===== src/hdl/otse_pkg.sv =====
package otse_pkg;

  localparam int NUM_TICKERS       = 4;
  localparam int ORDERS_PER_TICKER = 8;
  localparam int NUM_ENTRIES       = NUM_TICKERS * ORDERS_PER_TICKER;
  localparam int ADDR_W            = $clog2(NUM_ENTRIES);

  localparam int TICKER_W = 2;
  localparam int SLOT_W   = 3;
  localparam int SEQ_W    = 64;
  localparam int PRICE_W  = 32;
  localparam int QTY_W    = 32;
  localparam int IDX_W    = 6;

  localparam logic       CMD_UPDATE   = 1'b0;
  localparam logic       CMD_SNAPSHOT = 1'b1;

  localparam logic [1:0] UPD_ADD    = 2'd0;
  localparam logic [1:0] UPD_MODIFY = 2'd1;
  localparam logic [1:0] UPD_CANCEL = 2'd2;
  localparam logic [1:0] UPD_OTHER  = 2'd3;

  localparam logic [2:0] MSG_START  = 3'd0;
  localparam logic [2:0] MSG_CLEAR  = 3'd1;
  localparam logic [2:0] MSG_ORDER  = 3'd2;
  localparam logic [2:0] MSG_END    = 3'd3;
  localparam logic [2:0] MSG_STATUS = 3'd4;

  localparam logic [2:0] STS_OK      = 3'd0;
  localparam logic [2:0] STS_DUP     = 3'd1;
  localparam logic [2:0] STS_MISSING = 3'd2;
  localparam logic [2:0] STS_SIDE    = 3'd3;
  localparam logic [2:0] STS_GAP     = 3'd4;

  typedef struct packed {
    logic               side;
    logic [PRICE_W-1:0] price;
    logic [QTY_W-1:0]   qty;
  } entry_t;

  typedef struct packed {
    logic [IDX_W-1:0]    msg_index;
    logic [2:0]          msg_kind;
    logic [TICKER_W-1:0] ticker;
    logic [SLOT_W-1:0]   order;
    logic                side;
    logic [PRICE_W-1:0]  price;
    logic [QTY_W-1:0]    qty;
    logic [SEQ_W-1:0]    last_seq;
    logic [2:0]          status;
    logic                last;
  } result_t;

endpackage


===== src/hdl/order_table_snapshot_engine_top.sv =====
// channel | signals                                                    | accepted when
// in      | in_valid in_ready cmd seq_num update_kind ticker order_slot  | in_valid && in_ready
//         | side price qty                                              |
// out     | out_valid out_ready msg_index msg_kind out_ticker out_order   | out_valid && out_ready
//         | out_side out_price out_qty last_seq status last             |
//
// Update: a table read, then the check and write back, which waits for a free output.
// Snapshot: start, per ticker a clear and a slot scan, then end; the scan reads
// one table entry per cycle, skipped entries included, while no output is held.
// Reset empties the table at once (valid flip-flops) and zeroes the sequence number.
// A held result stalls the engine; the input is taken only when the engine is idle.
module order_table_snapshot_engine_top
  import otse_pkg::*;
(
  input  logic                clk,
  input  logic                rst,
  input  logic                in_valid,
  output logic                in_ready,
  input  logic                cmd,
  input  logic [SEQ_W-1:0]    seq_num,
  input  logic [1:0]          update_kind,
  input  logic [TICKER_W-1:0] ticker,
  input  logic [SLOT_W-1:0]   order_slot,
  input  logic                side,
  input  logic signed [PRICE_W-1:0] price,
  input  logic [QTY_W-1:0]    qty,
  output logic                out_valid,
  input  logic                out_ready,
  output logic [IDX_W-1:0]    msg_index,
  output logic [2:0]          msg_kind,
  output logic [TICKER_W-1:0] out_ticker,
  output logic [SLOT_W-1:0]   out_order,
  output logic                out_side,
  output logic signed [PRICE_W-1:0] out_price,
  output logic [QTY_W-1:0]    out_qty,
  output logic [SEQ_W-1:0]    last_seq,
  output logic [2:0]          status,
  output logic                last
);

  typedef enum logic [2:0] {
    ST_IDLE, ST_UPD, ST_START, ST_CLEAR, ST_ORDER, ST_END
  } state_t;

  state_t              state;
  result_t             res;
  logic [SEQ_W-1:0]    seq_last;
  logic [NUM_ENTRIES-1:0] entry_valid;
  logic [IDX_W-1:0]    msg_idx;

  logic [SEQ_W-1:0]    upd_seq;
  logic [1:0]          upd_kind;
  logic                upd_side;
  logic [PRICE_W-1:0]  upd_price;
  logic [QTY_W-1:0]    upd_qty;
  logic                upd_in_range;
  logic [ADDR_W-1:0]   upd_addr;

  logic [TICKER_W-1:0] tick_cnt, tick_next;
  logic [SLOT_W-1:0]   slot_cnt, slot_next;

  entry_t              table_mem [NUM_ENTRIES];
  entry_t              rd_data;
  entry_t              wr_data;
  logic [ADDR_W-1:0]   rd_addr;
  logic                mem_we;

  logic                in_range;
  logic [ADDR_W-1:0]   in_addr;
  logic [ADDR_W-1:0]   scan_addr;
  logic [ADDR_W-1:0]   next_addr;
  logic                slot_end, tick_end, scan_adv, out_free;
  logic                upd_ok;
  logic [2:0]          upd_status;

  assign in_ready = (state == ST_IDLE);
  assign out_free = !out_valid || out_ready;

  assign in_range  = (int'(ticker) < NUM_TICKERS) && (int'(order_slot) < ORDERS_PER_TICKER);
  assign in_addr   = in_range ? ADDR_W'(int'(ticker) * ORDERS_PER_TICKER + int'(order_slot))
                              : '0;
  assign scan_addr = ADDR_W'(int'(tick_cnt) * ORDERS_PER_TICKER + int'(slot_cnt));
  assign next_addr = ADDR_W'(int'(tick_next) * ORDERS_PER_TICKER + int'(slot_next));
  assign slot_end  = (int'(slot_cnt) == ORDERS_PER_TICKER - 1);
  assign tick_end  = (int'(tick_cnt) == NUM_TICKERS - 1);
  assign scan_adv  = !entry_valid[scan_addr] || out_free;
  assign rd_addr   = (state == ST_IDLE) ? in_addr :
                     (state == ST_UPD)  ? upd_addr : next_addr;

  always_comb begin
    tick_next = tick_cnt;
    slot_next = slot_cnt;
    if (state == ST_IDLE) begin
      tick_next = '0;
      slot_next = '0;
    end else if (state == ST_ORDER && scan_adv) begin
      if (slot_end) begin
        slot_next = '0;
        if (!tick_end) begin
          tick_next = tick_cnt + 1'b1;
        end
      end else begin
        slot_next = slot_cnt + 1'b1;
      end
    end
  end

  always_comb begin
    upd_status = STS_OK;
    if (upd_kind != UPD_OTHER) begin
      if (!upd_in_range) begin
        upd_status = STS_MISSING;
      end else if (upd_kind == UPD_ADD) begin
        if (entry_valid[upd_addr]) begin
          upd_status = STS_DUP;
        end
      end else if (!entry_valid[upd_addr]) begin
        upd_status = STS_MISSING;
      end else if (rd_data.side != upd_side) begin
        upd_status = STS_SIDE;
      end
    end
    if (upd_status == STS_OK && upd_seq != seq_last + 1'b1) begin
      upd_status = STS_GAP;
    end
  end

  assign upd_ok  = (upd_status == STS_OK);
  assign mem_we  = (state == ST_UPD) && out_free && upd_ok &&
                   (upd_kind == UPD_ADD || upd_kind == UPD_MODIFY);
  assign wr_data = '{side:  (upd_kind == UPD_ADD) ? upd_side : rd_data.side,
                     price: upd_price,
                     qty:   upd_qty};

  always_ff @(posedge clk) begin
    if (mem_we) begin
      table_mem[upd_addr] <= wr_data;
    end
    rd_data <= table_mem[rd_addr];
  end

  always_ff @(posedge clk) begin
    if (rst) begin
      state       <= ST_IDLE;
      out_valid   <= 1'b0;
      seq_last    <= '0;
      entry_valid <= '0;
      msg_idx     <= '0;
      tick_cnt    <= '0;
      slot_cnt    <= '0;
    end else begin
      tick_cnt <= tick_next;
      slot_cnt <= slot_next;
      if (out_ready) begin
        out_valid <= 1'b0;
      end
      unique case (state)
        ST_IDLE: begin
          if (in_valid) begin
            if (cmd == CMD_SNAPSHOT) begin
              msg_idx <= '0;
              state   <= ST_START;
            end else begin
              upd_seq      <= seq_num;
              upd_kind     <= update_kind;
              upd_side     <= side;
              upd_price    <= price;
              upd_qty      <= qty;
              upd_in_range <= in_range;
              upd_addr     <= in_addr;
              state        <= ST_UPD;
            end
          end
        end
        ST_UPD: begin
          if (out_free) begin
            out_valid <= 1'b1;
            res       <= '{msg_index: '0, msg_kind: MSG_STATUS, ticker: '0, order: '0,
                           side: 1'b0, price: '0, qty: '0, last_seq: upd_seq,
                           status: upd_status, last: 1'b1};
            seq_last  <= upd_seq;
            if (upd_ok && upd_kind == UPD_ADD) begin
              entry_valid[upd_addr] <= 1'b1;
            end
            if (upd_ok && upd_kind == UPD_CANCEL) begin
              entry_valid[upd_addr] <= 1'b0;
            end
            state <= ST_IDLE;
          end
        end
        ST_START: begin
          if (out_free) begin
            out_valid <= 1'b1;
            res       <= '{msg_index: msg_idx, msg_kind: MSG_START, ticker: '0, order: '0,
                           side: 1'b0, price: '0, qty: '0, last_seq: seq_last,
                           status: STS_OK, last: 1'b0};
            msg_idx   <= msg_idx + 1'b1;
            state     <= ST_CLEAR;
          end
        end
        ST_CLEAR: begin
          if (out_free) begin
            out_valid <= 1'b1;
            res       <= '{msg_index: msg_idx, msg_kind: MSG_CLEAR, ticker: tick_cnt,
                           order: '0, side: 1'b0, price: '0, qty: '0, last_seq: '0,
                           status: STS_OK, last: 1'b0};
            msg_idx   <= msg_idx + 1'b1;
            state     <= ST_ORDER;
          end
        end
        ST_ORDER: begin
          if (entry_valid[scan_addr] && out_free) begin
            out_valid <= 1'b1;
            res       <= '{msg_index: msg_idx, msg_kind: MSG_ORDER, ticker: tick_cnt,
                           order: slot_cnt, side: rd_data.side, price: rd_data.price,
                           qty: rd_data.qty, last_seq: '0, status: STS_OK, last: 1'b0};
            msg_idx   <= msg_idx + 1'b1;
          end
          if (scan_adv && slot_end) begin
            state <= tick_end ? ST_END : ST_CLEAR;
          end
        end
        ST_END: begin
          if (out_free) begin
            out_valid <= 1'b1;
            res       <= '{msg_index: msg_idx, msg_kind: MSG_END, ticker: '0, order: '0,
                           side: 1'b0, price: '0, qty: '0, last_seq: seq_last,
                           status: STS_OK, last: 1'b1};
            state     <= ST_IDLE;
          end
        end
        default: begin
          state <= ST_IDLE;
        end
      endcase
    end
  end

  assign msg_index  = res.msg_index;
  assign msg_kind   = res.msg_kind;
  assign out_ticker = res.ticker;
  assign out_order  = res.order;
  assign out_side   = res.side;
  assign out_price  = res.price;
  assign out_qty    = res.qty;
  assign last_seq   = res.last_seq;
  assign status     = res.status;
  assign last       = res.last;

endmodule


===== config.mk =====
export PLATFORM = sky130hd
export DESIGN_NAME = order_table_snapshot_engine_top
export DESIGN_NICKNAME = d
export VERILOG_FILES = /design/src/hdl/otse_pkg.sv /design/src/hdl/order_table_snapshot_engine_top.sv
export SDC_FILE = /design/constraint.sdc
export NUM_CORES = 2
export LEC_CHECK = 0
export BUFFER_PORTS_ARGS = -buffer_cell sky130_fd_sc_hd__buf_2
export CAP_MARGIN = 5
export CORE_ASPECT_RATIO = 1.4
export CORE_UTILIZATION = 35
export CTS_CLUSTER_SIZE = 40
export DETAILED_ROUTE_END_ITERATION = 7
export HOLD_SLACK_MARGIN = 0.06
export PLACE_DENSITY = 0.53
export REMOVE_ABC_BUFFERS = 1
export SLEW_MARGIN = 10
export SYNTH_ARGS = -nofsm -noshare
export SYNTH_HDL_FRONTEND = slang
export SYNTH_SLANG_ARGS = --single-unit
export TNS_END_PERCENT = 30

===== constraint.sdc =====
create_clock -name clk -period 21.8 [get_ports clk]
set_clock_uncertainty 0.15 [all_clocks]
set_input_delay 4.36 -clock clk [delete_from_list [all_inputs] [get_ports clk]]
set_output_delay 4.36 -clock clk [all_outputs]
set_load 0.01 [all_outputs]

==> flow_metrics.tcl <==
set metrics [dict create \
    status "completed" \
    clock_latency_ps 920 \
    cts_tree "built" \
    post-route-util_pct 40.1 \
    dieArea_um2 281000 \
    vias 52800 \
    grt_pass1_wl_um 390000 \
    clk_path_buf_depth 4 \
    arrival_ps 10390 \
    synthCells 5512 \
    synth_edf_count 2363 \
    gp_congestion 0.862 \
    grt_util_all_layers_pct 19.0 \
    power_leakage_nw 35.0 \
    ys_ff_latch 2539 \
    finalMaxSlewViolations 0 \
    antenna_found_initial 18 \
    clock-root-buffer "clkbuf_16" \
    path_max_fanout 58 \
    drt_iter0_drc 5025 \
    worstSetupStartpointType "input pin" \
    worst_pin_slew_ps 1180 \
    ios 290 \
    cts.clk_slew.worst_paths_ps 60 \
    r2r-start "slot_cnt[0]" \
    whs_path_depth 1 \
    htreeDepth 4 \
    synth_area_per_cell_um2 17.7 \
    grt.overflow.total 0 \
    ys_async_sr_fraction_pct 0 \
    p_total_mw 12.1 \
    ys_warn_count 0 \
    syn_to_final_growth_pct 14.1 \
    coreArea_um2 278000 \
    ys.flop_type "edfxtp_1" \
    finalSetupViolCount 0 \
    hold_class "reg -> reg" \
    maxCapViolCount 0 \
    use_met2_pct 32.9 \
    ys_seq_area_share_pct 76.2 \
    layout.cells.non_filler 9694 \
    die_width_um 449 \
    grtUsageMet1_pct 24.8 \
    cts_hold_buf 0 \
    use_met3_pct 2.72 \
    die_h_um 627 \
    place_area_um2 103000 \
    finalCritPeriodShare_pct 44.9 \
    port_buffers 289 \
    crit_type "in -> reg" \
    finalInstanceArea_um2 111000 \
    mostFrequentLayoutCell "edfxtp_1" \
    required_ps 22410 \
    layout_min_cycle_time_ps 9780 \
    dp_hpwl_um 142000 \
    place_ws_ps 10980 \
    numCtsBuffers 243 \
    nFillCells 24900 \
    final_antenna_net_count 0 \
    firstDrtPassIters 5 \
    hold_viol 0 \
    cts_resized 0 \
    clkSinkCount 2539 \
    nets 5936 \
    r2r_slack_ps 13750 \
    wl_per_cell_um 28.1 \
    power.density_nw_per_um2 109 \
    syn-cell-area_um2 97700 \
    layout_common_cells "edfxtp_1, nand2_1, mux4_2" \
    fin_hold_ws_ps 338 \
    rsz0062_at_grt "no" \
    fmax_ghz 0.102 \
    drc 0 \
    timing.rr.end "rd_data[22]" \
    setup_slack_ps 12020 \
    rr_worst_depth 17 \
    grt_max_degree 143 \
    setup_tns_ps 0 \
    cts_setup_buffers 0 \
    vdd_drop_max_uv 77.8 \
    crit_end "rd_data[22]" \
    dp.cells 9240 \
    via_per_inst 5.45 \
    wirelength_um 272000 \
    grt_pass1_vias 53400 \
    grt-busiest-layer "met2" \
    end_kind "register" \
    slew_headroom_pct 21.6 \
    num_rows 229 \
    cp-startpoint "out_ready" \
    drive_gt1_share_pct 21.2 \
    synthDistinctLibCells 72 \
    start_util_pct 35.2 \
]
==> critical path, stage by stage <==
cell and delay [ps]:
buf_2 100, nor2b_1 360, o21ai_2 250, a311oi_4 320, buf_4 290, buf_4 710, buf_4 740, buf_4 830
buf_4 510, buf_4 780, mux4_2 400, or2_2 280, a31oi_1 180, a211oi_1 70
==> per-layer routing <==
layer	wire (um)	up-vias
met5	64	-
li1	-	22500
met1	112000	28000
met3	16100	431
met2	137000	1849
met4	7550	10
==> registers in the layout (all words and copies together), names as in the netlist, 64 cells and up <==
signal	cells
last_seq	64
seq_last	64
upd_seq	64
rd_data	65
table_mem	2080
==> synthesized netlist by cell type, types with 17 or more instances <==
cell type	number	area, um^2
a211oi_1	69	518
a21oi_1	295	1480
a22o_1	65	569
a311oi_1	34	298
a31oi_1	86	538
and2_1	83	519
and3_1	29	181
buf_1	46	173
buf_2	79	395
clkbuf_1	227	852
dfxtp_1	176	3520
edfxtp_1	2363	71000
mux2i_1	25	250
mux4_2	400	9010
nand2_1	627	2350
nand3_1	165	826
nand4_1	26	163
nor2_1	63	236
nor3_1	31	155
o21ai_0	78	390
o22ai_1	68	425
o2bb2ai_1	62	543
o32ai_1	62	543
or2_1	17	106
or2_2	41	257
xnor2_1	65	569
xor2_1	36	315
==> cells by family after synthesis <==
logic type                 share of synthesized area [%]
buffers and inverters                               1.53
xor gates and xnor gates                           0.906
AOI/OAI and AO/OA                                   5.81
muxes                                               9.59
DFF                                                 76.2
adders and majority gates                         0.0768
and+or+nand+nor                                     5.84
==> final cells by class <==
class / instances / area [um^2] / share of cell area [%]
tap: 3696 / 4620 / 4.15
timing repair buffer: 387 / 2250 / 2.02
clock buffer: 323 / 6680 / 5.99
antenna: 5 / 12.5 / 0.0112
clock inverter: 126 / 1380 / 1.24
inverter: 15 / 56.3 / 0.0505
sequential: 2539 / 74500 / 66.8
multi-input combinational: 2603 / 22000 / 19.7
==> how the worst min path moves through the flow <==
stage | slack (ps) | to | from
global route | 360 | out_qty[29] | rd_data[29]
detailed placement | 340 | msg_idx[5] | msg_idx[5]
floorplan | 300 | msg_idx[5] | msg_idx[5]
CTS | 330 | out_qty[29] | rd_data[29]
finish | 340 | out_qty[29] | rd_data[29]
global placement | 320 | msg_idx[5] | msg_idx[5]
==> power breakdown <==
group	switching [mW]	internal, mW	total (mW)	leakage (nW)
logic	1.34	0.841	2.19	8.30
clock network	1.85	2.47	4.32	3.96
registers	0.143	5.48	5.62	22.8
No activity file was read; power rests on OpenSTA's default activity.
